[src/rtl/core/cppm_pkg.sv]
// ---------------------------------------------------------------------------
// cppm_pkg
// Shared types and constants for the convex polygon pixel mask.
// ---------------------------------------------------------------------------
package cppm_pkg;

   // default depth of the edge table
   localparam int MAX_EDGES_DEF = 32;

   // field widths
   localparam int CRD_W  = 13;   // signed vertex / reference coordinate
   localparam int PIX_W  = 12;   // unsigned pixel column / row
   localparam int COL_W  = 8;    // color component
   localparam int OP_W   = 2;
   localparam int A_W    = 14;   // edge a and b coefficients
   localparam int C_W    = 28;   // edge c coefficient
   localparam int PROD_W = 27;   // 13 x 14 signed product
   localparam int SUM_W  = 30;   // line value
   localparam int CSR_IDX_W = 2;

   // depth of the pixel queue between front and back
   localparam int FIFO_DEPTH = 2;

   // item opcodes
   localparam logic [OP_W-1:0] OP_FIRST = 2'd0;
   localparam logic [OP_W-1:0] OP_NEXT  = 2'd1;
   localparam logic [OP_W-1:0] OP_PIXEL = 2'd2;

   // register indexes
   localparam logic [CSR_IDX_W-1:0] CSR_REF_X       = 2'd0;
   localparam logic [CSR_IDX_W-1:0] CSR_REF_Y       = 2'd1;
   localparam logic [CSR_IDX_W-1:0] CSR_MASK_INSIDE = 2'd2;

   // pixel request held in the queue
   typedef struct packed {
      logic [PIX_W-1:0] col;
      logic [PIX_W-1:0] row;
      logic [COL_W-1:0] blue;
      logic [COL_W-1:0] green;
      logic [COL_W-1:0] red;
   } pixel_type;

   // one edge line a*x + b*y + c
   typedef struct packed {
      logic [A_W-1:0] a;
      logic [A_W-1:0] b;
      logic [C_W-1:0] c;
   } edge_type;

   // edge table write from front to back
   typedef struct packed {
      logic     vld;
      edge_type line;
   } edge_wr_type;

   // configuration seen by the back end
   typedef struct packed {
      logic [CRD_W-1:0] ref_x;
      logic [CRD_W-1:0] ref_y;
      logic             mask_inside;
   } cfg_type;

endpackage

[src/rtl/core/cppm_front.sv]
// ---------------------------------------------------------------------------
// cppm_front
// Accepts requests, tracks the vertex list, builds edge lines and queues
// pixel requests for the back end.
// ---------------------------------------------------------------------------
module cppm_front #(
   parameter int MAX_EDGES = cppm_pkg::MAX_EDGES_DEF
) (
   input  logic                                 clock,
   input  logic                                 reset,
   input  logic                                 req_valid,
   output logic                                 req_stall,
   input  logic [cppm_pkg::OP_W-1:0]            req_op,
   input  logic [cppm_pkg::CRD_W-1:0]           req_vertex_x,
   input  logic [cppm_pkg::CRD_W-1:0]           req_vertex_y,
   input  logic [cppm_pkg::PIX_W-1:0]           req_pixel_col,
   input  logic [cppm_pkg::PIX_W-1:0]           req_pixel_row,
   input  logic [cppm_pkg::COL_W-1:0]           req_blue_in,
   input  logic [cppm_pkg::COL_W-1:0]           req_green_in,
   input  logic [cppm_pkg::COL_W-1:0]           req_red_in,
   input  logic                                 fifo_full,
   input  logic                                 fifo_empty,
   input  logic                                 back_busy,
   output logic                                 fifo_push,
   output cppm_pkg::pixel_type                  fifo_wdata,
   output cppm_pkg::edge_wr_type                edge_wr,
   output logic [$clog2(MAX_EDGES)-1:0]         edge_wr_addr,
   output logic [$clog2(MAX_EDGES+1)-1:0]       edge_count
);
   import cppm_pkg::*;

   localparam int IDX_W = $clog2(MAX_EDGES);
   localparam int CNT_W = $clog2(MAX_EDGES + 1);

   logic                    is_vertex;
   logic                    is_pixel;
   logic                    accept;
   logic                    start_list;
   logic                    add_edge;
   logic signed [A_W-1:0]   dx;
   logic signed [A_W-1:0]   dy;

   logic                    have_vertex_ff;
   logic [CRD_W-1:0]        prev_x_ff;
   logic [CRD_W-1:0]        prev_y_ff;
   logic [CNT_W-1:0]        count_ff;
   logic                    wr_vld_ff;
   logic [IDX_W-1:0]        wr_addr_ff;
   logic [A_W-1:0]          a_ff;
   logic [A_W-1:0]          b_ff;
   logic signed [PROD_W-1:0] p1_ff;
   logic signed [PROD_W-1:0] p2_ff;

   // classify the request and decide whether to hold it
   always_comb begin
      is_vertex = (req_op == OP_FIRST) || (req_op == OP_NEXT);
      is_pixel  = (req_op == OP_PIXEL);
      req_stall = (is_pixel && fifo_full) ||
                  (is_vertex && (!fifo_empty || back_busy));
      accept     = req_valid && !req_stall;
      start_list = accept && ((req_op == OP_FIRST) ||
                              ((req_op == OP_NEXT) && !have_vertex_ff));
      add_edge   = accept && (req_op == OP_NEXT) && have_vertex_ff &&
                   (count_ff < CNT_W'(MAX_EDGES));
      dx = $signed({req_vertex_x[CRD_W-1], req_vertex_x}) -
           $signed({prev_x_ff[CRD_W-1], prev_x_ff});
      dy = $signed({req_vertex_y[CRD_W-1], req_vertex_y}) -
           $signed({prev_y_ff[CRD_W-1], prev_y_ff});
   end

   // vertex list control
   always_ff @(posedge clock) begin
      if (reset) begin
         have_vertex_ff <= 1'b0;
         prev_x_ff      <= '0;
         prev_y_ff      <= '0;
         count_ff       <= '0;
         wr_vld_ff      <= 1'b0;
      end else begin
         wr_vld_ff <= add_edge;
         if (start_list) begin
            have_vertex_ff <= 1'b1;
            count_ff       <= '0;
         end else if (add_edge) begin
            count_ff <= count_ff + CNT_W'(1);
         end
         if (accept && is_vertex) begin
            prev_x_ff <= req_vertex_x;
            prev_y_ff <= req_vertex_y;
         end
      end
   end

   // register edge coefficients and the two products of c
   always_ff @(posedge clock) begin
      if (add_edge) begin
         wr_addr_ff <= count_ff[IDX_W-1:0];
         a_ff       <= dy;
         b_ff       <= -dx;
         p1_ff      <= $signed(prev_y_ff) * dx;
         p2_ff      <= $signed(prev_x_ff) * dy;
      end
   end

   // finish c and hand the edge to the table
   always_comb begin
      edge_wr.vld    = wr_vld_ff;
      edge_wr.line.a = a_ff;
      edge_wr.line.b = b_ff;
      edge_wr.line.c = {p1_ff[PROD_W-1], p1_ff} - {p2_ff[PROD_W-1], p2_ff};
      edge_wr_addr   = wr_addr_ff;
      edge_count     = count_ff;
   end

   // queue pixel requests
   always_comb begin
      fifo_push        = accept && is_pixel;
      fifo_wdata.col   = req_pixel_col;
      fifo_wdata.row   = req_pixel_row;
      fifo_wdata.blue  = req_blue_in;
      fifo_wdata.green = req_green_in;
      fifo_wdata.red   = req_red_in;
   end

endmodule

[config.mk]
export PLATFORM = sky130hd
export DESIGN_NAME = cppm_front
export DESIGN_NICKNAME = d
export VERILOG_FILES = /design/src/rtl/core/cppm_pkg.sv /design/src/rtl/core/cppm_front.sv
export SDC_FILE = /design/constraint.sdc
export NUM_CORES = 1
export LEC_CHECK = 0
export ABC_AREA = 1
export BUFFER_PORTS_ARGS = -buffer_cell sky130_fd_sc_hd__buf_2
export CAP_MARGIN = 15
export CORE_MARGIN = 1
export CORE_UTILIZATION = 40
export CTS_CLUSTER_DIAMETER = 150
export CTS_CLUSTER_SIZE = 20
export DETAILED_ROUTE_END_ITERATION = 12
export PLACE_DENSITY = 0.61
export SYNTH_ARGS = -nofsm -noshare
export SYNTH_HDL_FRONTEND = slang
export SYNTH_SLANG_ARGS = --single-unit
[constraint.sdc]
create_clock -name clock -period 8.3 [get_ports clock]
set_input_delay 0.83 -clock clock [delete_from_list [all_inputs] [get_ports clock]]
set_output_delay 0.83 -clock clock [all_outputs]
set_load 0.02 [all_outputs]
# Word-level counts from Yosys, hierarchy flattened
# Cells that the tools add are included.
dict set report word_totals {
  reg_bits 121
  latchBits 0
  ramBits 0
  mem_bits_ro 0
  inputBits 82
  memories 0
}
dict set report op_classes {
  n_addsub 5
  mul 2
  div_mod_pow 0
  magnitude_cmp 1
  eq_ne 2
  shift 0
  mux 0
  bitwise 0
  n_reduce_logical 19
}
# cell count
set ops {}
lappend ops {{$mul 13x14->27} 2}
lappend ops {{$sub 13x13->14} 2}
lappend ops {{$sub 27x27->28} 1}
lappend ops {{$neg 14->14} 1}
lappend ops {{$logic_and 1x1->1} 10}
lappend ops {{$add 6x1->6 const B} 1}
lappend ops {{$lt 6x6->1 const B} 1}
lappend ops {{$logic_or 1x1->1} 4}
lappend ops {{$logic_not 1->1} 3}
lappend ops {{$eq 2x1->1 const B} 1}
lappend ops {{$eq 2x2->1 const B} 1}
lappend ops {{$logic_not 2->1} 1}
lappend ops {{$reduce_or 2->1} 1}

# Logic depth before layout (Yosys ltp)
dict set report logic_depth {
  word_depth 9
  depth_mapped 33
}

# Worst setup path before layout
# Ideal clock, no wire load.
dict set report synth_timing {
  path_type {in2reg}
  start {in req_vertex_y[0] in the netlist's numbering}
  end {reg p2_ff[22], data pin}
  setup_ps 258
  arrival_time_ps 6496
  path_slack_ps 1546
  path_stages 25
  n_path_buf 0
  cell_sequence {inv_1 -> ha_1 -> fa_1 -> nand3b_1 -> nand2_1 -> nand2_1 -> nand2_1 -> a31oi_4 -> xor2_1 -> nor2_1 -> fa_1 -> inv_1 -> fa_1 -> inv_1 -> fa_1 -> fa_1 -> fa_1 -> fa_1 -> ha_1 -> nand2_1 -> nor2_1 -> nand2_1 -> o21ai_0 -> a21oi_1 -> xnor2_1}
}
dict set report synth_between {
  elab_chain_cells 2
}
# item line_no
set synth_rtl {}
lappend synth_rtl {{from (decl)} cppm_front.sv:15} ;# input logic [cppm_pkg::CRD_W-1:0] req_vertex_y,
lappend synth_rtl {{$sub 13x13->14} cppm_front.sv:67} ;# dy = $signed({req_vertex_y[CRD_W-1], req_vertex_y}) -
lappend synth_rtl {{$mul 13x14->27} cppm_front.sv:101} ;# p2_ff <= $signed(prev_x_ff) * dy;
lappend synth_rtl {{to (signal assigned)} cppm_front.sv:101}
lappend synth_rtl {{to (decl)} cppm_front.sv:52} ;# logic signed [PROD_W-1:0] p2_ff;
# No other way between the ends.
# A chain may end at the register's enable or synchronous reset.

# Worst setup path in the final report
dict set report layout_timing {
  start {reg prev_x_ff[3]}
  end {reg p1_ff[23], data pin}
}
dict set report layout_between {
  elab_chain_cells 2
}
# item line_no
set layout_rtl {}
lappend layout_rtl {{from (decl)} cppm_front.sv:44} ;# logic [CRD_W-1:0] prev_x_ff;
lappend layout_rtl {{from (signal assigned)} cppm_front.sv:88} ;# prev_x_ff <= req_vertex_x;
lappend layout_rtl {{$sub 13x13->14} cppm_front.sv:65} ;# dx = $signed({req_vertex_x[CRD_W-1], req_vertex_x}) -
lappend layout_rtl {{$mul 13x14->27} cppm_front.sv:100} ;# p1_ff <= $signed(prev_y_ff) * dx;
lappend layout_rtl {{to (signal assigned)} cppm_front.sv:100}
lappend layout_rtl {{to (decl)} cppm_front.sv:51} ;# logic signed [PROD_W-1:0] p1_ff;
# No other way between the ends.

==> impl_metrics.tcl <==
set metrics [dict create \
    outcome "completed" \
    area_delta_synth_final_pct 7.15 \
    dp_cells 3192 \
    cp_max_fo 11 \
    diodes 0 \
    syn_inst 2483 \
    cts_resized 0 \
    wl_per_cell_um 18.6 \
    core_sq_um 51500 \
    ys.flop_type "edfxtp_1" \
    path_class "flip-flop to flip-flop" \
    cts_tree "yes" \
    gp_congestion 0.964 \
    arrival_ps 7880 \
    io_buffers 103 \
    syn_area_sq_um 21000 \
    async_flop_share 0 \
    post-cts-setup-buffers 0 \
    period_minus_slack_ps 7600 \
    clk_latency_ps 490 \
    crit_chain "inv_1, ha_1, nand2_1, nand2_1, inv_2, nand2_2, nand2_1, nand3b_1, nand2_1, inv_1, nand2_1, fa_1, fa_1, inv_1, fa_1, fa_1, fa_1, fa_1, ha_1, a21oi_1, o21ai_0, a21oi_1, o211ai_1, xor2_1" \
    max_stage_delay_ps 590 \
    ant_nets 0 \
    yosysWarningCount 0 \
    vias_per_cell 5.11 \
    grt_pass1_vias 17100 \
    layout_common_cells "505 x inv_1, 451 x nand2_1, 349 x fa_1" \
    ys_ff_latch 121 \
    clock_sinks 121 \
    synth_fp_nets 3107 \
    antenna_found_initial 0 \
    first_iter_violations 1134 \
    grt-ovfl-total 0 \
    final_common_cell "inv_1" \
    die_h_um 231 \
    rows 83 \
    fill_cells 5182 \
    avgSynthCellArea_sq_um 8.44 \
    end_kind "flip-flop" \
    worst_pin_slew_ps 1090 \
    setup_tns_ps 0 \
    root_buffer "clkbuf_16" \
    ir_drop_uv 138 \
    die_w_um 231 \
    drv_cap 0 \
    vias 16500 \
    reg2reg_setup_slack_ps 700 \
    hold_violations 0 \
    grt_pass1_wl_um 94500 \
    nets 3155 \
    dieArea_sq_um 53300 \
    multi_input_area_sq_um 15100 \
    start_util 0.407 \
    synth_top_area_cell "fa_1" \
    io_pins 200 \
    power_density_nw_per_um2 187 \
    grt_max_degree 69 \
    rsz0062_at_grt "no" \
    htree_num_levels 4 \
    cts_buffer_depth 2 \
    slew_headroom 0.272 \
    crit_top_cell "fa_1" \
    min_path_type "flip-flop to flip-flop" \
    grt_usage 0.235 \
    drc_errors 0 \
    final_max_slew_viol_count 0 \
    synth_top_area_share 0.333 \
    skew_ps 11.9 \
    clk_pin_slew_worst_paths_ps 60 \
    cp.required_ps 8580 \
    cts_buffers 17 \
    p_leak_nw 11.4 \
    drt_wl_total_um 60000 \
    dp_worst_setup_slack_ps 517 \
    cts_hold_buffers 0 \
    timing.final.ws_setup_ps 697 \
    dp_hpwl_um 50400 \
    synth_edf_count 87 \
    worstSetupStartpointType "flip-flop" \
    yosys-top-cells-area "fa_1 33%, edfxtp_1 12%, ha_1 12%" \
    report.final.setup_viol 0 \
    max_freq_ghz 0.132 \
    cp_slowest_cell "dfxtp_1" \
    regArea_sq_um 3290 \
    drive_gt1_frac 0.0826 \
    dr.pass1.iters 6 \
    final_cells 3223 \
    fin_crit_sh 0.916 \
    yosysSeqAreaShare 0.157 \
    ys_types 49 \
]
synth_stat cells (3+ instances only):
cell	number
a21o_1	10
a21oi_1	129
a31oi_1	6
buf_2	4
buf_4	50
clkbuf_1	37
clkinv_1	4
dfxtp_1	34
edfxtp_1	87
fa_1	349
ha_1	193
inv_1	505
inv_2	15
nand2_1	451
nand2_2	23
nand2_4	5
nand3_1	67
nand3b_1	6
nand4_1	23
nor2_1	247
nor2_2	5
nor3_1	17
nor4_1	3
o211ai_1	4
o21ai_0	79
o21ai_1	4
o21bai_1	8
or2_2	3
xnor2_1	33
xor2_1	55
routing by layer:
layer	GRT usage	part of all wire	vias to the layer above
met3	0.0525	0.075	108
met4	0.103	0.040	0
met1	0.316	0.44	8076
met2	0.361	0.44	626
met5	0	0	-
li1	-	-	7675
power breakdown:
group	internal, mW	switching [mW]	total, mW
logic	0.988	1.74	2.72
clock network	0.407	0.304	0.711
registers	0.755	0.0183	0.773
state kept, by name, indices dropped and copies added, names as in the netlist:
name	flops
b_ff	14
prev_x_ff	13
p1_ff	27
edge_wr_addr	5
wr_vld_ff	1
p2_ff	27
edge_count	6
prev_y_ff	13
a_ff	14
have_vertex_ff	1
kinds of logic after synthesis:
logic type,share of synthesized area
XOR/XNOR,0.0375
AND/OR/NAND/NOR,0.172
AO/OA/AOI/OAI,0.0641
flip-flops,0.157
buffers and inverters,0.121
adder cells (fa/ha/maj),0.448
worst max-delay path, delay by kind of cell (launching register included):
family / cells / cell delay, ps
AOI/OAI and AO/OA: 4 / 770
xor gates and xnor gates: 1 / 300
and+or+nand+nor: 7 / 920
buffers and inverters: 4 / 960
adders and majority gates: 8 / 3850
DFF: 1 / 590
final timing paths:
path,start,endpoint,depth (start not counted)
setup / recovery,prev_x_ff[3],p1_ff[23],24
hold / removal,edge_count[4],edge_count[4],2
setup reg to reg,prev_x_ff[3],p1_ff[23],24
hold reg to reg,edge_count[4],edge_count[4],2
layout make-up:
class,instances,area share
clock inverters,11,0.00445
flip-flops and latches,121,0.147
inverters,527,0.0885
repair buffers,123,0.0296
clock buffers,20,0.0194
well taps,680,0.0379
multi-input cells,1741,0.674
metrics by stage:
stage | power [mW] | utilization | instance area [sq um] | hold WS, ps
finish | 4.21 | 0.436 | 22500 | 490
global placement | 3.46 | 0.426 | 21900 | 473
CTS | 4.23 | 0.436 | 22500 | 491
detailed placement | 3.47 | 0.426 | 21900 | 482
floorplan | 2.77 | - | 21000 | 463
global route | 4.63 | 0.436 | 22500 | 497
Power figures use the tool's default switching activity.
