## config.mk

```make
export PLATFORM = sky130hd
export DESIGN_NAME = cppm_back
export DESIGN_NICKNAME = d
export VERILOG_FILES = /design/src/rtl/core/cppm_pkg.sv /design/src/rtl/core/cppm_back.sv
export SDC_FILE = /design/constraint.sdc
export NUM_CORES = 2
export LEC_CHECK = 0
export BUFFER_PORTS_ARGS = -buffer_cell sky130_fd_sc_hd__clkbuf_2
export CAP_MARGIN = 20
export CORE_MARGIN = 2
export CORE_UTILIZATION = 64
export DETAILED_ROUTE_END_ITERATION = 8
export PLACE_DENSITY = 0.81
export SETUP_SLACK_MARGIN = 0.1
export SKIP_CTS_REPAIR_TIMING = 1
export SYNTH_ARGS = -nofsm -noshare
export SYNTH_HDL_FRONTEND = slang
export SYNTH_SLANG_ARGS = --single-unit
```

## constraint.sdc

```tcl
create_clock -name clock -period 8.8 [get_ports clock]
set_clock_uncertainty 0.2 [all_clocks]
set_input_delay 0.88 -clock clock [delete_from_list [all_inputs] [get_ports clock]]
set_output_delay 0.88 -clock clock [all_outputs]
set_load 0.02 [all_outputs]
```

## src/rtl/core/cppm_pkg.sv

```systemverilog
// ---------------------------------------------------------------------------
// cppm_pkg
// Shared types and constants for the convex polygon pixel mask.
// ---------------------------------------------------------------------------
package cppm_pkg;

   // default depth of the edge table
   localparam int MAX_EDGES_DEF = 32;

   // field widths
   localparam int CRD_W  = 13;   // signed vertex / reference coordinate
   localparam int PIX_W  = 12;   // unsigned pixel column / row
   localparam int COL_W  = 8;    // color component
   localparam int OP_W   = 2;
   localparam int A_W    = 14;   // edge a and b coefficients
   localparam int C_W    = 28;   // edge c coefficient
   localparam int PROD_W = 27;   // 13 x 14 signed product
   localparam int SUM_W  = 30;   // line value
   localparam int CSR_IDX_W = 2;

   // depth of the pixel queue between front and back
   localparam int FIFO_DEPTH = 2;

   // item opcodes
   localparam logic [OP_W-1:0] OP_FIRST = 2'd0;
   localparam logic [OP_W-1:0] OP_NEXT  = 2'd1;
   localparam logic [OP_W-1:0] OP_PIXEL = 2'd2;

   // register indexes
   localparam logic [CSR_IDX_W-1:0] CSR_REF_X       = 2'd0;
   localparam logic [CSR_IDX_W-1:0] CSR_REF_Y       = 2'd1;
   localparam logic [CSR_IDX_W-1:0] CSR_MASK_INSIDE = 2'd2;

   // pixel request held in the queue
   typedef struct packed {
      logic [PIX_W-1:0] col;
      logic [PIX_W-1:0] row;
      logic [COL_W-1:0] blue;
      logic [COL_W-1:0] green;
      logic [COL_W-1:0] red;
   } pixel_type;

   // one edge line a*x + b*y + c
   typedef struct packed {
      logic [A_W-1:0] a;
      logic [A_W-1:0] b;
      logic [C_W-1:0] c;
   } edge_type;

   // edge table write from front to back
   typedef struct packed {
      logic     vld;
      edge_type line;
   } edge_wr_type;

   // configuration seen by the back end
   typedef struct packed {
      logic [CRD_W-1:0] ref_x;
      logic [CRD_W-1:0] ref_y;
      logic             mask_inside;
   } cfg_type;

endpackage

```

## src/rtl/core/cppm_back.sv

```systemverilog
// ---------------------------------------------------------------------------
// cppm_back
// Holds the edge table and tests each queued pixel against the stored
// edges one per cycle, then presents the masked color.
// ---------------------------------------------------------------------------
module cppm_back #(
   parameter int MAX_EDGES = cppm_pkg::MAX_EDGES_DEF
) (
   input  logic                                 clock,
   input  logic                                 reset,
   input  cppm_pkg::cfg_type                    cfg,
   input  cppm_pkg::edge_wr_type                edge_wr,
   input  logic [$clog2(MAX_EDGES)-1:0]         edge_wr_addr,
   input  logic [$clog2(MAX_EDGES+1)-1:0]       edge_count,
   input  logic                                 fifo_empty,
   input  cppm_pkg::pixel_type                  fifo_rdata,
   output logic                                 fifo_pop,
   output logic                                 back_busy,
   output logic                                 rsp_valid,
   input  logic                                 rsp_stall,
   output logic [cppm_pkg::COL_W-1:0]           rsp_blue_out,
   output logic [cppm_pkg::COL_W-1:0]           rsp_green_out,
   output logic [cppm_pkg::COL_W-1:0]           rsp_red_out,
   output logic                                 rsp_outside
);
   import cppm_pkg::*;

   localparam int IDX_W = $clog2(MAX_EDGES);
   localparam int CNT_W = $clog2(MAX_EDGES + 1);

   typedef enum logic [1:0] {
      ST_IDLE,
      ST_RUN,
      ST_DONE
   } state_type;

   state_type                state_ff;
   edge_type                 mem [MAX_EDGES];
   edge_type                 rd_ff;
   pixel_type                pix_ff;
   logic [CNT_W-1:0]         cnt_ff;
   logic [CNT_W-1:0]         issue_ff;
   logic                     rd_vld_ff;
   logic                     mul_vld_ff;
   logic                     flag_ff;
   logic signed [PROD_W-1:0] pa_ff;
   logic signed [PROD_W-1:0] pb_ff;
   logic signed [PROD_W-1:0] ra_ff;
   logic signed [PROD_W-1:0] rb_ff;
   logic signed [C_W-1:0]    c_ff;
   logic                     rsp_valid_ff;
   logic [COL_W-1:0]         blue_ff;
   logic [COL_W-1:0]         green_ff;
   logic [COL_W-1:0]         red_ff;
   logic                     outside_ff;

   logic                     issue_en;
   logic                     out_free;
   logic                     rsp_load;
   logic                     masked;
   logic                     separated;
   logic signed [SUM_W-1:0]  lp;
   logic signed [SUM_W-1:0]  lr;
   logic signed [CRD_W-1:0]  px_s;
   logic signed [CRD_W-1:0]  py_s;

   // issue, sum and output control
   always_comb begin
      issue_en  = (state_ff == ST_RUN) && (issue_ff < cnt_ff);
      out_free  = !rsp_valid_ff || !rsp_stall;
      rsp_load  = (state_ff == ST_DONE) && out_free;
      fifo_pop  = (state_ff == ST_IDLE) && !fifo_empty;
      back_busy = (state_ff != ST_IDLE);
      px_s      = $signed({1'b0, pix_ff.col});
      py_s      = $signed({1'b0, pix_ff.row});
      lp = $signed({{(SUM_W-PROD_W){pa_ff[PROD_W-1]}}, pa_ff}) +
           $signed({{(SUM_W-PROD_W){pb_ff[PROD_W-1]}}, pb_ff}) +
           $signed({{(SUM_W-C_W){c_ff[C_W-1]}}, c_ff});
      lr = $signed({{(SUM_W-PROD_W){ra_ff[PROD_W-1]}}, ra_ff}) +
           $signed({{(SUM_W-PROD_W){rb_ff[PROD_W-1]}}, rb_ff}) +
           $signed({{(SUM_W-C_W){c_ff[C_W-1]}}, c_ff});
      // strictly opposite signs, a zero on either side never separates
      separated = ((lp < 0) && (lr > 0)) || ((lp > 0) && (lr < 0));
      masked    = cfg.mask_inside ? !flag_ff : flag_ff;
   end

   // edge table: one write port from the front, one read port here
   always_ff @(posedge clock) begin
      if (edge_wr.vld) begin
         mem[edge_wr_addr] <= edge_wr.line;
      end
      if (issue_en) begin
         rd_ff <= mem[issue_ff[IDX_W-1:0]];
      end
   end

   // multiply the edge by the pixel and by the reference point
   always_ff @(posedge clock) begin
      if (rd_vld_ff) begin
         pa_ff <= px_s * $signed(rd_ff.a);
         pb_ff <= py_s * $signed(rd_ff.b);
         ra_ff <= $signed(cfg.ref_x) * $signed(rd_ff.a);
         rb_ff <= $signed(cfg.ref_y) * $signed(rd_ff.b);
         c_ff  <= $signed(rd_ff.c);
      end
   end

   // sequence one pixel at a time and hold the result
   always_ff @(posedge clock) begin
      if (reset) begin
         state_ff     <= ST_IDLE;
         rd_vld_ff    <= 1'b0;
         mul_vld_ff   <= 1'b0;
         rsp_valid_ff <= 1'b0;
      end else begin
         rd_vld_ff    <= issue_en;
         mul_vld_ff   <= rd_vld_ff;
         // load a new result or hold a stalled one
         rsp_valid_ff <= rsp_load || (rsp_valid_ff && rsp_stall);
         case (state_ff)
            ST_IDLE: begin
               if (!fifo_empty) begin
                  pix_ff   <= fifo_rdata;
                  cnt_ff   <= edge_count;
                  issue_ff <= '0;
                  flag_ff  <= 1'b0;
                  state_ff <= ST_RUN;
               end
            end
            ST_RUN: begin
               if (issue_en) begin
                  issue_ff <= issue_ff + CNT_W'(1);
               end
               if (mul_vld_ff && separated) begin
                  flag_ff <= 1'b1;
               end
               if (!issue_en && !rd_vld_ff && !mul_vld_ff) begin
                  state_ff <= ST_DONE;
               end
            end
            ST_DONE: begin
               if (rsp_load) begin
                  blue_ff      <= masked ? '0 : pix_ff.blue;
                  green_ff     <= masked ? '0 : pix_ff.green;
                  red_ff       <= masked ? '0 : pix_ff.red;
                  outside_ff   <= flag_ff;
                  state_ff     <= ST_IDLE;
               end
            end
            default: begin
               state_ff <= ST_IDLE;
            end
         endcase
      end
   end

   assign rsp_valid     = rsp_valid_ff;
   assign rsp_blue_out  = blue_ff;
   assign rsp_green_out = green_ff;
   assign rsp_red_out   = red_ff;
   assign rsp_outside   = outside_ff;

endmodule

```

# [Yosys cells after proc, flatten, opt, wreduce, memory -nomap -nowiden]
# Memory sizes are Yosys's and may differ from the RTL's. A register that Yosys moved wholly into a read port is not among the register bits.
# Index checks and enable logic that the tools add are counted.
# Widths: inputs -> output; s select.
[op_classes] add_sub_neg=5 n_mul=4 div=0 order_cmp=5 eq_ne=7 shift=0 mux=13 bitwise_logic=2 reduce_logical=27
[op_table] op="$mul 13x14->27" n=4
[op_table] op="$add 28x28->29" n=2
[op_table] op="$gt 29x1->1 const B" n=2
[op_table] op="$lt 29x1->1 const B" n=2
[op_table] op="$add 27x27->28" n=2
[op_table] op="$mux 6" n=2
[op_table] op="$pmux 6 s2" n=1
[op_table] op="$logic_and 1x1->1" n=9
[op_table] op="$reduce_and 3->1" n=3
[op_table] op="$reduce_and 4->1" n=2
[op_table] op="$logic_not 1->1" n=7
[op_table] op="$add 6x1->6 const B" n=1
[op_table] op="$lt 6x6->1" n=1
[op_table] op="$mux 2" n=3
[op_table] op="$ne 2x2->1 const B" n=3
[op_table] op="$pmux 2 s3" n=1
[op_table] op="$mux 1" n=5
[op_table] op="$ne 2x1->1 const B" n=2
[op_table] op="$reduce_bool 2->1" n=2
[op_table] op="$logic_or 1x1->1" n=3
[op_table] op="$eq 2x1->1 const B" n=1
[op_table] op="$eq 2x2->1 const B" n=1
[op_table] op="$logic_not 2->1" n=1
[op_table] op="$not 1->1" n=2
[op_table] op="$pmux 1 s2" n=1
[word_totals] reg_bits=227 latchBits=0 ramBits=1792 mem_bits_ro=0 in_bits=147 out_inout_bits=28 wordCells=85 mem_count=1
[memory_table] name="mem" depth=32 word_bits=56 rd=1 rd_ports_with_merged_regs=1 write_ports=1 line="cppm_back.sv:38" source="edge_type mem [MAX_EDGES];"

# [Depth between registers and ports, before layout]
[logic_depth] word_depth=8 mapped_depth=26

# [Least setup slack after synthesis]
# OpenSTA, ideal clock, no wires.
[synth_path] kind="reg2reg" from="reg issue_ff[0]" to="reg issue_ff[0], enable pin" arrival_time_ns=6.232 path_slack_ns=2.011 stages_incl_launch_ff=11 n_path_buf=1 period_less_slack_ns=6.789 cell_sequence="edfxtp_1 > clkbuf_1 > nand2b_1 > a21o_1 > a21oi_1 > nor2b_1 > o21ai_0 > nand2b_1 > a211oi_1 > nor2_1 > nor2_1"
[synth_between] elab_chain_len=4
[synth_rtl] element="start: declaration" line="cppm_back.sv:42" source="logic [CNT_W-1:0] issue_ff;"
[synth_rtl] element="start signal: assignment" line="cppm_back.sv:132" source="issue_ff <= issue_ff + CNT_W'(1);"
[synth_rtl] element="$lt 6x6->1" line="cppm_back.sv:69" source="issue_en = (state_ff == ST_RUN) && (issue_ff < cnt_ff);"
[synth_rtl] element="$logic_and 1x1->1" line="cppm_back.sv:69"
[synth_rtl] element="named net issue_en" line="cppm_back.sv:57" source="logic issue_en;"
[synth_rtl] element="$ne 2x2->1 (no line)"
[synth_rtl] element="$reduce_and 4->1 (no line)"
# The timed path passes the listed nets, and every way through them passes these cells.
# A chain may end at the register's enable or synchronous reset.

# [Worst setup path in the final report]
[layout_path] from="reg, netlist name rd_ff[31]" to="reg pb_ff[26], data pin"
[layout_between] elab_chain_len=1
[layout_rtl] element="$mul 13x14->27" line="cppm_back.sv:101" source="pb_ff <= py_s * $signed(rd_ff.b);"
[layout_rtl] element="end signal: assignment" line="cppm_back.sv:101"
[layout_rtl] element="end: declaration" line="cppm_back.sv:47" source="logic signed [PROD_W-1:0] pb_ff;"
# Every way passes these cells.

==> results.py <==
metrics = {
    "run_status": {
        "status": "finished, final reports clean",
    },
    "critical_path": {
        "crit_path_cell_trace": "nand2_1, fa_1, inv_1, fa_1, ha_1, ha_1, ha_1, ha_1, fa_1, a21o_1, a21oi_1, o21a_1, o31ai_1, o41ai_2, o21ai_0, o41ai_1, nor2_1, a2111oi_1, a21oi_1, xnor2_1",
        "r2r_end": "pb_ff[26]$_DFFE_PP_",
        "criticalPathCategory": "reg -> reg",
        "critPathMostFrequentCell": "ha_1",
        "cp_top_family": "compound AO/OA/AOI/OAI gates",
        "start_kind": "flop",
        "rr_worst_depth": 20,
        "end_kind": "flop",
        "crit_cells": 20,
        "slowest_stage": "edfxtp_1",
        "cp_num_buf_inv": 1,
        "crit_start": "rd_ff[31]$_DFFE_PP_",
        "critical_path_peak_fanout": 25,
        "cp_slowest_stage_delay_ns": 1.10,
        "required_ns": 9.19,
        "endpoint": "pb_ff[26]$_DFFE_PP_",
        "crit_arrival_ns": 7.95,
        "r2r_setup_slack_ns": 1.24,
        "rr_startpoint": "rd_ff[31]$_DFFE_PP_",
    },
    "finish": {
        "area.growth.synth_to_final_pct": 9.71,
        "final_layout_size_suffix_gt1_share_pct": 17.9,
        "finish.instance_area_sq_um": 118000,
        "regArea_sq_um": 62300,
        "multi_input_area_sq_um": 41300,
        "utilization_pct": 70.6,
        "layoutNonFillerInstCount": 9091,
        "final_nets": 7901,
        "fillers": 9908,
    },
    "global_routing": {
        "gr-usage-all-layers_pct": 34.8,
        "grt_overflow": 0,
        "grt_max_degree": 129,
        "grt_pass1_vias": 63800,
        "antenna_found_initial": 24,
        "grt_pass1_wl_mm": 428,
    },
    "routing": {
        "routed_via_density": 6.66,
        "met2WireLength_mm": 146,
        "drtAntennaViolNets": 0,
        "via_count": 60500,
        "wl_per_cell_microns": 32.0,
        "dr.pass1.iters": 6,
        "first_iter_violations": 8590,
        "top_layer": "met5",
        "drt-total-wl_mm": 291,
        "wl_met1_mm": 99.3,
        "drc": 0,
        "dr_wl_met3_mm": 31.6,
    },
    "floorplan": {
        "core-area_sq_um": 167000,
        "die-area_sq_um": 171000,
        "ios": 175,
        "die_w_microns": 414,
        "die_y_microns": 414,
        "start_util_pct": 64.4,
        "rows": 150,
    },
    "power": {
        "peakVddDrop_mv": 0.428,
        "p_per_area_nw_per_um2": 315,
        "leakagePower_nw": 43.2,
    },
    "logic_synthesis": {
        "synth_area_per_cell_sq_um": 16.6,
        "synth-seq-cells": 2075,
        "syn_area_sq_um": 108000,
        "netlist.area_leader.share_pct": 57.8,
        "synth_cells": 6488,
        "yosys.area.top_type": "edfxtp_1",
        "yosysUniqueCellTypes": 82,
        "ys_seq_area_share_pct": 57.9,
        "ys_async_sr_fraction_pct": 0,
        "synth_fp_nets": 7679,
        "yosysWarnings": 0,
        "synth-edff-count": 2070,
        "ys.flop_type": "edfxtp_1",
        "synth_area_leaders": "edfxtp_1 58%, fa_1 13%, mux4_2 12%",
    },
    "timing": {
        "hold_viol": 0,
        "setup_viol": 0,
        "rsz0062_at_grt": "no",
        "maxSlewViolCount": 0,
        "slew_headroom_pct": 16.7,
        "min_period_ns": 7.56,
        "fin_ws_ns": 1.24,
        "tightest_slew_ns": 1.25,
        "fmax_mhz": 132,
        "tns_ns": 0,
        "fin_crit_sh_pct": 85.9,
    },
    "clocking": {
        "cts-buffers-inserted": 198,
        "cts_tree": "done",
        "cts_sinks": 2075,
        "clk_pin_slew_ns": 0.07,
        "htree_levels": 4,
        "clk_latency_ns": 0.88,
        "cts-root-buf": "clkbuf_16",
        "clockBufferDepth": 3,
    },
    "placed_design": {
        "dp_hpwl_mm": 160,
        "post_dp_cell_area_sq_um": 111000,
        "pre_cts_slack_ns": 1.50,
        "io_buffer_count": 174,
        "globalplace.congestion": 0.891,
        "numPlacedInstances": 8692,
    },
    "run": {
        "cap_viol_max_count": 0,
    },
    "hold_path": {
        "holdCritPathClass": "in -> reg",
    },
}
-- layer usage --
metal / up-vias / GRT usage [%]
met5: - / 0
met4: 18 / 14.8
met3: 851 / 7.43
met2: 4284 / 57.5
met1: 31400 / 45.3
li1: 24000 / -
-- metrics by stage --
step / power [W] / hold slack [ns]
after floorplan: 0.0242 / 0.200
after global placement: 0.0278 / 0.204
after detailed placement: 0.0282 / 0.205
after CTS: 0.0372 / -0.0733
after global routing: 0.0395 / 0.000411
final: 0.0371 / 0.0262
-- state kept, by name, indices dropped and copies added (netlist names), 6 cells and up --
register,cells
rsp_red_out,8
rb_ff,27
pb_ff,27
pix_ff,48
issue_ff,6
mem,1792
cnt_ff,6
c_ff,28
rsp_blue_out,8
pa_ff,27
rd_ff,56
rsp_green_out,8
ra_ff,27
-- worst register-to-register path, delay by kind of cell, from the launching register on --
family          cells  cell delay (ns)
xor+xnor            1             0.20
simple gates        2             0.33
buf+inv             1             0.05
fa+ha+maj           7             2.61
flops               1             1.10
compound gates      9             2.83
-- cells by family after synthesis --
family                     synth area share, %
AOI/OAI and AO/OA                         2.13
adders and majority gates                 17.2
buffers and inverters                     3.90
muxes                                     12.4
xor gates and xnor gates                 0.994
DFF                                       57.9
and+or+nand+nor                           5.47
-- report_power, final --
group | switching [W] | internal (W)
Sequential | 0.000293 | 0.0119
Combinational | 0.00924 | 0.00691
Clock | 0.00396 | 0.00484
-- synth_stat cells (45+ instances only) --
| master | instances |
|---|---|
| inv_1 | 832 |
| fa_1 | 720 |
| buf_1 | 46 |
| edfxtp_1 | 2070 |
| nand2_1 | 436 |
| clkbuf_1 | 207 |
| nor2_1 | 163 |
| nand3_1 | 45 |
| nor3_1 | 58 |
| a21oi_1 | 87 |
| xnor2_1 | 93 |
| mux2_2 | 58 |
| and2_1 | 340 |
| ha_1 | 324 |
| o21ai_0 | 56 |
| mux4_2 | 560 |
-- worst min path at each step --
stage | from | to | slack, ns | cells past startpoint
after CTS | edge_count[1] | cnt_ff[1]$_DFFE_PP_ | -0.07 | 1
final | fifo_rdata[24] | pix_ff[24]$_DFFE_PP_ | 0.03 | 1
after global placement | rd_ff[15]$_DFFE_PP_ | c_ff[15]$_DFFE_PP_ | 0.20 | 0
after floorplan | rd_ff[0]$_DFFE_PP_ | c_ff[0]$_DFFE_PP_ | 0.20 | 0
after global routing | fifo_rdata[22] | pix_ff[22]$_DFFE_PP_ | 0.0004 | 1
after detailed placement | rd_ff[10]$_DFFE_PP_ | c_ff[10]$_DFFE_PP_ | 0.20 | 0
-- area by class of cell --
type                            count  share of cell area (%)
Inverter                          835                    2.66
Multi-Input combinational cell   3317                    35.0
Tap cell                         2204                    2.34
Clock buffer                      234                    4.34
Clock inverter                    132                    1.19
Antenna cell                       11                  0.0233
Timing Repair Buffer              283                    1.62
Sequential cell                  2075                    52.8
-- cells in the final DEF (no fill, tap or decap), drive strengths merged, types with 58 or more instances in the layout --
master  count
mux2       58
clkinv     96
buf        91
a21oi      88
inv       845
and2      340
mux4      560
clkbuf    408
nor2      163
ha        324
fa        720
nand2     436
xnor2      93
edfxtp   2070
nor3       58
(Power assumes the default switching activity.)
