===== config.mk =====
export PLATFORM = sky130hd
export DESIGN_NAME = cppm_fifo
export DESIGN_NICKNAME = d
export VERILOG_FILES = /design/src/rtl/core/cppm_pkg.sv /design/src/rtl/core/cppm_fifo.sv
export SDC_FILE = /design/constraint.sdc
export NUM_CORES = 1
export LEC_CHECK = 0
export ABC_AREA = 1
export BUFFER_PORTS_ARGS = -buffer_cell sky130_fd_sc_hd__buf_2
export CAP_MARGIN = 20
export CORE_ASPECT_RATIO = 2
export CORE_UTILIZATION = 52
export CTS_CLUSTER_SIZE = 12
export DETAILED_ROUTE_END_ITERATION = 10
export GPL_ROUTABILITY_DRIVEN = 0
export GPL_TIMING_DRIVEN = 1
export PLACE_DENSITY = 0.89
export SLEW_MARGIN = 30
export SYNTH_ARGS = -nofsm -noshare
export SYNTH_HDL_FRONTEND = slang
export SYNTH_SLANG_ARGS = --single-unit

===== constraint.sdc =====
create_clock -name clock -period 3.9 [get_ports clock]
set_input_delay 0.39 -clock clock [delete_from_list [all_inputs] [get_ports clock]]
set_output_delay 0.39 -clock clock [all_outputs]
set_load 0.02 [all_outputs]

===== src/rtl/core/cppm_pkg.sv =====
// ---------------------------------------------------------------------------
// cppm_pkg
// Shared types and constants for the convex polygon pixel mask.
// ---------------------------------------------------------------------------
package cppm_pkg;

   // default depth of the edge table
   localparam int MAX_EDGES_DEF = 32;

   // field widths
   localparam int CRD_W  = 13;   // signed vertex / reference coordinate
   localparam int PIX_W  = 12;   // unsigned pixel column / row
   localparam int COL_W  = 8;    // color component
   localparam int OP_W   = 2;
   localparam int A_W    = 14;   // edge a and b coefficients
   localparam int C_W    = 28;   // edge c coefficient
   localparam int PROD_W = 27;   // 13 x 14 signed product
   localparam int SUM_W  = 30;   // line value
   localparam int CSR_IDX_W = 2;

   // depth of the pixel queue between front and back
   localparam int FIFO_DEPTH = 2;

   // item opcodes
   localparam logic [OP_W-1:0] OP_FIRST = 2'd0;
   localparam logic [OP_W-1:0] OP_NEXT  = 2'd1;
   localparam logic [OP_W-1:0] OP_PIXEL = 2'd2;

   // register indexes
   localparam logic [CSR_IDX_W-1:0] CSR_REF_X       = 2'd0;
   localparam logic [CSR_IDX_W-1:0] CSR_REF_Y       = 2'd1;
   localparam logic [CSR_IDX_W-1:0] CSR_MASK_INSIDE = 2'd2;

   // pixel request held in the queue
   typedef struct packed {
      logic [PIX_W-1:0] col;
      logic [PIX_W-1:0] row;
      logic [COL_W-1:0] blue;
      logic [COL_W-1:0] green;
      logic [COL_W-1:0] red;
   } pixel_type;

   // one edge line a*x + b*y + c
   typedef struct packed {
      logic [A_W-1:0] a;
      logic [A_W-1:0] b;
      logic [C_W-1:0] c;
   } edge_type;

   // edge table write from front to back
   typedef struct packed {
      logic     vld;
      edge_type line;
   } edge_wr_type;

   // configuration seen by the back end
   typedef struct packed {
      logic [CRD_W-1:0] ref_x;
      logic [CRD_W-1:0] ref_y;
      logic             mask_inside;
   } cfg_type;

endpackage


===== src/rtl/core/cppm_fifo.sv =====
// ---------------------------------------------------------------------------
// cppm_fifo
// Short pixel queue between the front and back ends.
// ---------------------------------------------------------------------------
module cppm_fifo #(
   parameter int DEPTH = cppm_pkg::FIFO_DEPTH
) (
   input  logic                clock,
   input  logic                reset,
   input  logic                push,
   input  cppm_pkg::pixel_type push_data,
   input  logic                pop,
   output cppm_pkg::pixel_type pop_data,
   output logic                empty,
   output logic                full
);
   import cppm_pkg::*;

   localparam int PTR_W = (DEPTH > 1) ? $clog2(DEPTH) : 1;
   localparam int CNT_W = $clog2(DEPTH + 1);

   pixel_type        entry_ff [DEPTH];
   logic [PTR_W-1:0] wr_ptr_ff;
   logic [PTR_W-1:0] rd_ptr_ff;
   logic [CNT_W-1:0] count_ff;

   assign empty    = (count_ff == '0);
   assign full     = (count_ff == CNT_W'(DEPTH));
   assign pop_data = entry_ff[rd_ptr_ff];

   // advance pointers and fill count
   always_ff @(posedge clock) begin
      if (reset) begin
         wr_ptr_ff <= '0;
         rd_ptr_ff <= '0;
         count_ff  <= '0;
      end else begin
         if (push) begin
            wr_ptr_ff <= (wr_ptr_ff == PTR_W'(DEPTH - 1)) ? '0 : wr_ptr_ff + PTR_W'(1);
         end
         if (pop) begin
            rd_ptr_ff <= (rd_ptr_ff == PTR_W'(DEPTH - 1)) ? '0 : rd_ptr_ff + PTR_W'(1);
         end
         if (push && !pop) begin
            count_ff <= count_ff + CNT_W'(1);
         end else if (pop && !push) begin
            count_ff <= count_ff - CNT_W'(1);
         end
      end
   end

   // store the entry
   always_ff @(posedge clock) begin
      if (push) begin
         entry_ff[wr_ptr_ff] <= push_data;
      end
   end

endmodule


Word-level counts from Yosys, hierarchy flattened
Memories as Yosys holds them, arrays and structs flattened. A register that Yosys moved wholly into a read port is not among the register bits.
Cells that the tools add are included.
Word-level totals
  register bits after elaboration: 4
  memory bits (writable): 96
  input bits: 52
  logic and storage cells: 23
  memories: 1
Memories
  entry_ff: words 2, width 48, rd ports 1, clocked after Yosys merged registers in 1, wr ports 1, line cppm_fifo.sv:22  | pixel_type entry_ff [DEPTH];
Operators by class
  $add $sub $neg: 4
  equality and inequality tests: 1
  multiplexer cells: 8
  reductions and logical operators: 6
Operators with widths (number)
  1-bit 2-to-1 mux: 6
  2-bit 2-to-1 mux: 2
  1-bit adder (second input constant): 2
  2-bit by 1-bit adder with 2-bit output (second input constant): 1
  2-bit == test (second input constant): 1
  1-bit logical AND: 2
  1-bit logical NOT: 2
  2-bit logical NOT: 1
  2-bit nonzero test: 1
  2-bit by 1-bit subtractor with 2-bit output (second input constant): 1

Logic depth before layout (Yosys ltp)
Gate-level depths: netlist (run 1).
  depth after elaboration: 4
  mapped depth: 8

Worst setup path after synthesis (run 1)
OpenSTA, ideal clock, no wires.
  kind: input to register
  start: input port push
  end: memory entry_ff[0][0] in the netlist's numbering (enable)
  setup time: 455 ps
  arrival: 2447 ps
  data required time: 3445 ps
  slack: 999 ps
  stages on the path: 2
  buffers on the path: 0
  cells stage by stage: inv_1 -> nor2_1
Between the ends
  cells in the longest elaborated chain, start to end: 2
RTL lines
  start: declaration: line cppm_fifo.sv:10  | input logic push,
  1-bit 2-to-1 mux: line cppm_fifo.sv:54  | if (push) begin
  1-bit 2-to-1 mux (implied by the code): line cppm_fifo.sv:55  | entry_ff[wr_ptr_ff] <= push_data;
  end: declaration: line cppm_fifo.sv:22
No other way between the ends.

==> results of run 1 <==
==> cell type report <==
cell class,count,area [um2],area share (%)
Inverter,9,35.0,0.748
Clock buffer,9,225,4.81
Tap cell,90,113,2.40
Timing Repair Buffer,103,520,11.1
Sequential cell,101,2980,63.7
Multi-Input combinational cell,67,716,15.3
Clock inverter,7,90.1,1.92
==> Yosys cell counts (2+ instances only) <==
| cell | n |
|---|---|
| buf_2 | 2 |
| buf_6 | 3 |
| dfxtp_1 | 5 |
| mux2_2 | 28 |
| inv_1 | 9 |
| edfxtp_1 | 96 |
| nand2_1 | 5 |
| nor2_1 | 7 |
| mux2_4 | 20 |
==> registers in the layout, summed over array words and instances, names as in the netlist, named ones only <==
name and flops:
count_ff 2, entry_ff 96, rd_ptr_ff 1, wr_ptr_ff 1
==> how the worst max path moves through the flow <==
stage                     cells past startpoint              to  slack, ns  from
after floorplan                               2  entry_ff[0][0]        1.0  push
after global placement                        3    pop_data[35]       1.70  flop
after detailed placement                      3    pop_data[34]       1.65  flop
after CTS                                     3    pop_data[34]       1.28  flop
after global routing                          3    pop_data[33]       1.21  flop
final                                         3    pop_data[34]       1.32  flop
==> cell families (layout without fill, tap and decap cells) <==
kind of cell,count (synthesis),after routing,share of synthesized area [%]
flip-flops,101,101,79.2
buffers and inverters,14,128,2.06
adder cells (fa/ha/maj),1,1,0.332
AO/OA/AOI/OAI,2,2,0.265
multiplexers,48,48,16.3
XOR/XNOR,1,1,0.232
AND/OR/NAND/NOR,15,15,1.63
==> metrics by stage <==
stage | std cells | hold WS (ns) | area, um2 | power (W) | util [%]
final | 386 | 0.239 | 4680 | 0.00248 | 67.0
after global routing | 386 | 0.228 | 4680 | 0.00257 | 67.0
after CTS | 386 | 0.225 | 4680 | 0.00251 | 66.9
after detailed placement | 370 | 0.509 | 4370 | 0.00160 | 62.4
after global placement | 370 | 0.494 | 4370 | 0.00158 | 62.4
after floorplan | 182 | 0.462 | 3770 | 0.00150 | -
==> critical path, cell delays in order (launching register included) <==
cell     delay (ns)
dfxtp_2        0.87
buf_4          0.43
mux2_2         0.38
buf_2          0.16
==> cells in the final DEF, fill, tap and decap left out <==
| cell type | instances |
|---|---|
| a21oi_1 | 1 |
| buf_2 | 101 |
| buf_4 | 2 |
| bufinv_16 | 2 |
| clkbuf_16 | 9 |
| clkinv_2 | 4 |
| clkinvlp_4 | 2 |
| dfxtp_1 | 4 |
| dfxtp_2 | 1 |
| edfxtp_1 | 96 |
| ha_1 | 1 |
| inv_1 | 8 |
| mux2_2 | 28 |
| mux2_4 | 20 |
| nand2_1 | 5 |
| nand3_1 | 1 |
| nand4_1 | 1 |
| nor2_1 | 6 |
| nor2_4 | 1 |
| nor3_1 | 1 |
| o21ai_0 | 1 |
| xnor2_1 | 1 |
==> power by group through the flow <==
stage	Clock, W	Combinational, W	Sequential [W]
finish	0.000912	0.000287	0.00128
global route	0.000970	0.000306	0.00129
CTS	0.000930	0.000290	0.00129
detailed placement	0	0.000289	0.00131
global placement	0	0.000280	0.00130
floorplan	0	0.000206	0.00129
==> metal layers <==
metal	vias to the layer above	global-route usage [%]	share of wire, %
li1	918	-	-
met3	14	5.20	5.7
met1	941	17.1	36
met5	-	0	0
met4	0	12.4	2.9
met2	66	29.9	55
==> results.toml, run 1 <==
[critical_path]
r2r_cells = 2
worstPathArrival_ns = 2.19
rrSetupSlack_ns = 2.18
worstSetupStartpointType = "flop"
reg2reg_from = "wr_ptr_ff"
crit_path_end_kind = "output port"
crit_required_ns = 3.51
cp_max_fo = 31
path_class = "flop to output port"
r2r_end = "entry_ff[0][5]"

[logic_synthesis]
yosysSeqAreaShare_pct = 79.2
synth_nets = 235
async_flop_share_pct = 0
netlist.area_leader.share_pct = 76.5
synth_edf_count = 96
synth_area_leaders = "edfxtp_1 (76%), mux2_2 (8.4%), mux2_4 (8.0%)"
ys_ff_latch = 101
synth_cell_types = 16
syn-cell-area_um2 = 3770
synth_ff_type = "edfxtp_1"
synth_area_leader_cell = "edfxtp_1"
syn_area_per_cell_um2 = 20.7
yosysWarnings = 0
synth_cells = 182

[pwr]
pwr-share-seq_pct = 51.7
peakVddDrop_mv = 0.424
switching_share_pct = 21.9
p_switching_w = 0.000544
powerDensity_nw_per_um2 = 530
p_int_w = 0.00194
combPwrFrac_pct = 11.6
power_frac_clock_pct = 36.7
leakage_nw = 1.84

[cts]
root_buffer = "clkbuf_16"
clock_latency_ns = 0.34
tritoncts = "done"
cts_inserted_buffers = 9
h-tree-depth = 3
cts-resized-gates = 0
clk_pin_slew_ns = 0.06
hold_buffers = 0
cts_sinks = 101
cts_setup_buffers = 0
ctsLongestPathBuffers = 2

[global_routing]
grt_pass1_wl_um = 9310
grt_pass1_vias = 1937
grt_overflow_total = 0
grt_use_total_pct = 17.1
antenna_found_initial = 0
grt_max_degree = 50

[timing]
clock_skew_ns = 0.00562
fmax_ghz = 0.387
relSlewSlack_pct = 44.6
setup_ws_ns = 1.32
period_minus_slack_ns = 2.58
fin_crit_sh_pct = 66.3
worst_pin_slew_ns = 0.832
finalHoldViolations = 0
drv_slew = 0
setup_viol = 0
tns_ns = 0
rsz0062_at_grt = "no"

[cells_and_area]
syn_to_final_growth_pct = 24.3
drive_gt1_share_pct = 57.4
antennaDiodeCount = 0
n_fill_cell = 535
fin_nets = 344

[routing]
drt_wl_total_um = 6150
routedWlPerCell_um = 15.9
num_vias = 1939
drc = 0
drtIter0Drc = 71
postRouteAntennaNets = 0
firstDrtPassIters = 4
avgViaCountPerCell = 5.02

[placed_design]
io_buffers = 101
place_hpwl_um = 4190
preCtsSetupSlack_ns = 1.65

[floorplan]
dieArea_um2 = 7610
num_io_pins = 102
initial_core_util_pct = 53.9
die_h_um = 122
core_um2 = 6990
die_w_um = 62.2
rows = 43

[min_path]
min_to = "entry_ff[1][4]"
worstHoldStart = "push_data[4]"
hold_depth = 1
hold_class = "primary input to flop"

[outcome]
status = "completed"

[flow_run]
drv_cap = 0
(Power assumes the default switching activity.)
==> run 2: changes to the inputs <==
--- a/config.mk
+++ b/config.mk
@@ -9,12 +9,12 @@
 export BUFFER_PORTS_ARGS = -buffer_cell sky130_fd_sc_hd__buf_2
 export CAP_MARGIN = 20
 export CORE_ASPECT_RATIO = 2
-export CORE_UTILIZATION = 52
+export CORE_UTILIZATION = 47
 export CTS_CLUSTER_SIZE = 12
 export DETAILED_ROUTE_END_ITERATION = 10
 export GPL_ROUTABILITY_DRIVEN = 0
 export GPL_TIMING_DRIVEN = 1
-export PLACE_DENSITY = 0.89
+export PLACE_DENSITY = 0.86
 export SLEW_MARGIN = 30
 export SYNTH_ARGS = -nofsm -noshare
 export SYNTH_HDL_FRONTEND = slang
==> constraint.sdc (replaced) <==
create_clock -name clock -period 2.1 [get_ports clock]
set_input_delay 0.21 -clock clock [delete_from_list [all_inputs] [get_ports clock]]
set_output_delay 0.21 -clock clock [all_outputs]
set_load 0.02 [all_outputs]
==> run 2 against run 1 <==
- via count fell by 0.21%
- total power rose by 75%
- routed wire length fell by 2.5%
- sequential power rose by 84%
- largest cell class unchanged
- global-route usage fell by 1.8 points
- sequential share of layout area rose by 0.085 points
- first-iteration DRC count rose by 21%
- critical path type unchanged
- clock skew fell by 0.0015 ns
- non-clock buffer count rose by 1
- cell area fell by 0.13%
==> results.toml, run 2 (synthesized netlist as in run 1, its figures left out) <==
[timing]
rsz0062_at_grt = "no"
finalHoldViolations = 0
tns_ns = 0
relSlewSlack_pct = 78.8
drv_slew = 0
period_minus_slack_ns = 1.75
fmax_ghz = 0.570
worst_pin_slew_ns = 0.318
fin_crit_sh_pct = 83.6
setup_viol = 0
clock_skew_ns = 0.00408

[critical_path]
cp_max_fo = 48
slowest_delay_ns = 0.40
crit_required_ns = 1.89
worstSetupStartpointType = "flop"
crit_path_end_kind = "output port"
worstPathArrival_ns = 1.54
crit_slowest_cell = "mux2_2"
path_class = "flop to output port"
crit_buf_inv = 2
path_delay_family = "buffers and inverters"
path_cells = "buf_12 -> mux2_2 -> buf_2"

[cts]
cts_setup_buffers = 0
ctsLongestPathBuffers = 2
cts_sinks = 101
tritoncts = "done"
clk_pin_slew_ns = 0.06
cts-resized-gates = 0
clock_latency_ns = 0.33
cts_inserted_buffers = 9
hold_buffers = 0
h-tree-depth = 3
root_buffer = "clkbuf_16"

[routing]
routedWlPerCell_um = 15.3
postRouteAntennaNets = 0
num_vias = 1935
drc = 0
avgViaCountPerCell = 4.95
drtIter0Drc = 86
firstDrtPassIters = 4
drt_wl_total_um = 6000

[cells_and_area]
syn_to_final_growth_pct = 24.1
largest_register = "entry_ff"
drive_gt1_share_pct = 55.9
n_fill_cell = 615
layout_commonest_cell = "buf_2"
fin_nets = 345
fin_util_pct = 61.1
largest_reg_flops = 96
antennaDiodeCount = 0
most-common-layout-cells = "buf_2 (101), edfxtp_1 (96), mux2_2 (28)"
largestRegisters = "entry_ff (96), count_ff (2)"

[flow_run]
drv_cap = 0

[pwr]
powerDensity_nw_per_um2 = 930
p_int_w = 0.00337
switching_share_pct = 22.6
combPwrFrac_pct = 13.1
power_frac_clock_pct = 32.7
p_switching_w = 0.000982
pwr-share-seq_pct = 54.2
total_power_w = 0.00435
leakage_nw = 1.83
peakVddDrop_mv = 0.665

[floorplan]
dieArea_um2 = 8400
die_h_um = 129
num_io_pins = 102
initial_core_util_pct = 49.2
rows = 45
die_w_um = 65.3
core_um2 = 7660

[min_path]
hold_class = "primary input to flop"

[global_routing]
grt_use_total_pct = 15.3
grt_overflow_total = 0
grt_pass1_vias = 1966
grt_pass1_wl_um = 9000
antenna_found_initial = 0
grt_max_degree = 50

[placed_design]
place_hpwl_um = 4010
io_buffers = 101

[outcome]
status = "completed"
==> run 2: per-stage QoR <==
step / setup slack [ns] / hold slack [ns] / std cells / instance area [um2]
5_1_grt: 0.307 / 0.0502 / 391 / 4680
4_1_cts: 0.348 / 0.0488 / 391 / 4680
2_1_floorplan: 0.100 / 0.282 / 182 / 3770
3_3_place_gp: 0.722 / 0.398 / 375 / 4420
6_report: 0.345 / 0.0604 / 391 / 4680
3_5_place_dp: 0.712 / 0.401 / 375 / 4420
==> run 2: power by group through the flow <==
| stage | registers, W | clock network [W] | logic [W] |
|---|---|---|---|
| global route | 0.00237 | 0.00152 | 0.000610 |
| detailed placement | 0.00240 | 0 | 0.000578 |
| finish | 0.00236 | 0.00142 | 0.000569 |
| CTS | 0.00236 | 0.00146 | 0.000580 |
| global placement | 0.00239 | 0 | 0.000567 |
| floorplan | 0.00239 | 0 | 0.000382 |
==> run 2: worst paths after layout <==
kind / from / to / slack, ns / cells after the start
worst max-delay path: flop / pop_data[40] / 0.35 / 3
worst min-delay path: push_data[33] / entry_ff[0][33] / 0.06 / 1
worst max register to register: wr_ptr_ff / entry_ff[0][31] / 0.92 / 2
worst min register to register: rd_ptr_ff / flop / 0.52 / 2
==> run 2: layout make-up <==
cell class	count	area, um2	area share (%)
sequential	101	2980	63.8
multi-input combinational	67	716	15.3
timing repair buffer	104	566	12.1
clock buffer	11	233	4.98
tap	94	118	2.51
inverter	9	33.8	0.722
clock inverter	5	27.5	0.589
==> run 2: worst reg2reg max path, cell delays in order, from the launching register on <==
cell and delay [ns]:
dfxtp_1 0.35, nor2_4 0.21, buf_12 0.27
==> run 2: routing by layer <==
metal / wire, um / vias up / track usage [%]
li1: - / 914 / -
met1: 1970 / 927 / 13.5
met3: 378 / 19 / 4.61
met4: 306 / 0 / 12.7
met2: 3350 / 75 / 27.2
met5: 0 / - / 0
==> run 3: changes to the inputs <==
--- a/config.mk
+++ b/config.mk
@@ -5,16 +5,16 @@
 export SDC_FILE = /design/constraint.sdc
 export NUM_CORES = 1
 export LEC_CHECK = 0
-export ABC_AREA = 1
+export ABC_AREA = 0
 export BUFFER_PORTS_ARGS = -buffer_cell sky130_fd_sc_hd__buf_2
 export CAP_MARGIN = 20
 export CORE_ASPECT_RATIO = 2
-export CORE_UTILIZATION = 47
+export CORE_UTILIZATION = 51
 export CTS_CLUSTER_SIZE = 12
 export DETAILED_ROUTE_END_ITERATION = 10
 export GPL_ROUTABILITY_DRIVEN = 0
 export GPL_TIMING_DRIVEN = 1
-export PLACE_DENSITY = 0.86
+export PLACE_DENSITY = 0.88
 export SLEW_MARGIN = 30
 export SYNTH_ARGS = -nofsm -noshare
 export SYNTH_HDL_FRONTEND = slang
==> constraint.sdc (replaced) <==
create_clock -name clock -period 1.8 [get_ports clock]
set_input_delay 0.18 -clock clock [delete_from_list [all_inputs] [get_ports clock]]
set_output_delay 0.18 -clock clock [all_outputs]
set_load 0.02 [all_outputs]
==> run 3 against run 2 <==
- die area decreased by 10%
- routed wire length increased by 4.4%
- flip-flop and latch count unchanged
- worst setup slack got worse by 0.25 ns
- largest cell class unchanged
- largest power group unchanged
==> results.toml, run 3 <==
[logic_synthesis]
synth_area_leaders = "edfxtp_1 (79%), mux2_2 (15%), dfxtp_1 (2.7%)"
synth_cells = 171
synth_edf_count = 96
ys_ff_latch = 101
syn_area_per_cell_um2 = 21.5
yosysMostFrequentCell = "edfxtp_1"
syn-cell-area_um2 = 3670
netlist.area_leader.share_pct = 78.5
synth_area_leader_cell = "edfxtp_1"
async_flop_share_pct = 0
synth_ff_type = "edfxtp_1"
synth_cell_types = 17
yosysWarnings = 0
synth_nets = 224
yosysSeqAreaShare_pct = 81.3
synth_common_cells = "edfxtp_1 (96), mux2_2 (48), dfxtp_1 (5), nor2_1 (5)"

[cells_and_area]
largest_register = "entry_ff"
layout_commonest_cell = "buf_2"
syn_to_final_growth_pct = 25.2
largest_reg_flops = 96
antennaDiodeCount = 0
n_fill_cell = 489
largestRegisters = "entry_ff (96), count_ff (2)"
drive_gt1_share_pct = 58.7
fin_nets = 336
most-common-layout-cells = "buf_2 (101), edfxtp_1 (96), mux2_2 (48)"

[critical_path]
cp_max_fo = 48
crit_slowest_cell = "mux2_2"
path_cells = "buf_12 -> mux2_2 -> buf_2"
crit_path_end_kind = "output port"
path_delay_family = "buffers and inverters"
r2r_end = "entry_ff[1][2]"
reg2reg_from = "wr_ptr_ff"
path_depth = 3
crit_required_ns = 1.62
crit_buf_inv = 2
rrSetupSlack_ns = 0.47
worstPathArrival_ns = 1.52
worstSetupStartpointType = "flop"
r2r_cells = 2
path_class = "flop to output port"
slowest_delay_ns = 0.39

[outcome]
status = "completed"

[routing]
avgViaCountPerCell = 5.04
routedWlPerCell_um = 16.6
drtIter0Drc = 69
firstDrtPassIters = 4
drc = 0
postRouteAntennaNets = 0
num_vias = 1906
drt_wl_total_um = 6260

[cts]
root_buffer = "clkbuf_16"
ctsLongestPathBuffers = 2
clock_latency_ns = 0.34
cts_sinks = 101
cts_inserted_buffers = 9
hold_buffers = 0
tritoncts = "done"
h-tree-depth = 3
cts_setup_buffers = 0
cts-resized-gates = 0
clk_pin_slew_ns = 0.06

[pwr]
total_power_w = 0.00513
leakage_nw = 1.74
peakVddDrop_mv = 0.824
powerDensity_nw_per_um2 = 1120

[global_routing]
grt_pass1_wl_um = 9310
antenna_found_initial = 0
grt_max_degree = 49
grt_use_total_pct = 18.1
grt_pass1_vias = 1934
grt_overflow_total = 0

[timing]
fmax_ghz = 0.587
clock_skew_ns = 0.00606
drv_slew = 0
relSlewSlack_pct = 75.2
setup_viol = 0
tns_ns = 0
finalHoldViolations = 0
worst_pin_slew_ns = 0.372
fin_crit_sh_pct = 94.7
rsz0062_at_grt = "no"
period_minus_slack_ns = 1.70

[min_path]
hold_class = "primary input to flop"
hold_depth = 1
worstHoldStart = "push_data[30]"
min_to = "entry_ff[0][30]"

[floorplan]
rows = 43
core_um2 = 6940
num_io_pins = 102
initial_core_util_pct = 52.9
dieArea_um2 = 7560
die_w_um = 62.0
die_h_um = 122

[placed_design]
place_hpwl_um = 4340
io_buffers = 101

[flow_run]
drv_cap = 0
-- run 3: cells by family after synthesis --
kind of cell,count (synthesis),synth area share (%)
DFF,101,81.3
xor gates and xnor gates,4,0.955
muxes,48,14.7
adders and majority gates,1,0.341
buffers and inverters,6,1.19
and+or+nand+nor,9,1.26
AOI/OAI and AO/OA,2,0.272
-- run 3: layout make-up --
| cell class | instances | area, um2 | share of cell area (%) |
|---|---|---|---|
| Timing Repair Buffer | 106 | 581 | 12.6 |
| Multi-Input combinational cell | 64 | 653 | 14.2 |
| Sequential cell | 101 | 2980 | 65.0 |
| Inverter | 1 | 3.75 | 0.0817 |
| Clock buffer | 11 | 233 | 5.07 |
| Tap cell | 90 | 113 | 2.45 |
| Clock inverter | 5 | 27.5 | 0.599 |
-- run 3: worst max-delay path by stage --
| stage | from | end | slack [ns] |
|---|---|---|---|
| 3_5_place_dp | wr_ptr_ff | entry_ff[1][4] | 0.46 |
| 4_1_cts | flop | pop_data[41] | 0.09 |
| 5_1_grt | flop | pop_data[42] | 0.05 |
| 6_report | flop | pop_data[42] | 0.1 |
| 3_3_place_gp | flop | pop_data[41] | 0.48 |
| 2_1_floorplan | wr_ptr_ff | entry_ff[0][0] | 0.32 |
-- run 3: report_power, final --
| part | total [W] | internal [W] | switching [W] |
|---|---|---|---|
| clock network | 0.00168 | 0.000924 | 0.000751 |
| logic | 0.000679 | 0.000285 | 0.000394 |
| registers | 0.00278 | 0.00274 | 0.0000411 |
| total | 0.00513 | 0.00395 | 0.00119 |
-- run 3: worst reg2reg max path, cell delays in order, from the launching register on --
cell and delay, ns:
dfxtp_1 0.41, and2_2 0.40, buf_12 0.22
-- run 3: through the flow --
stage	setup slack, ns	util, %	hold WS, ns	cells	instance area, um2
3_3_place_gp	0.480	62.4	0.369	362	4330
5_1_grt	0.0508	66.2	0.0156	378	4590
2_1_floorplan	0.320	-	0.249	171	3680
6_report	0.0958	66.2	0.0242	378	4590
4_1_cts	0.0891	66.2	0.0120	378	4590
3_5_place_dp	0.462	62.4	0.372	362	4330
-- run 3: metal layers --
metal  GRT usage, %  wire [um]
met1           19.1       2190
met2           30.2       3580
met3           5.41        300
met4           11.1        195
met5              0          0
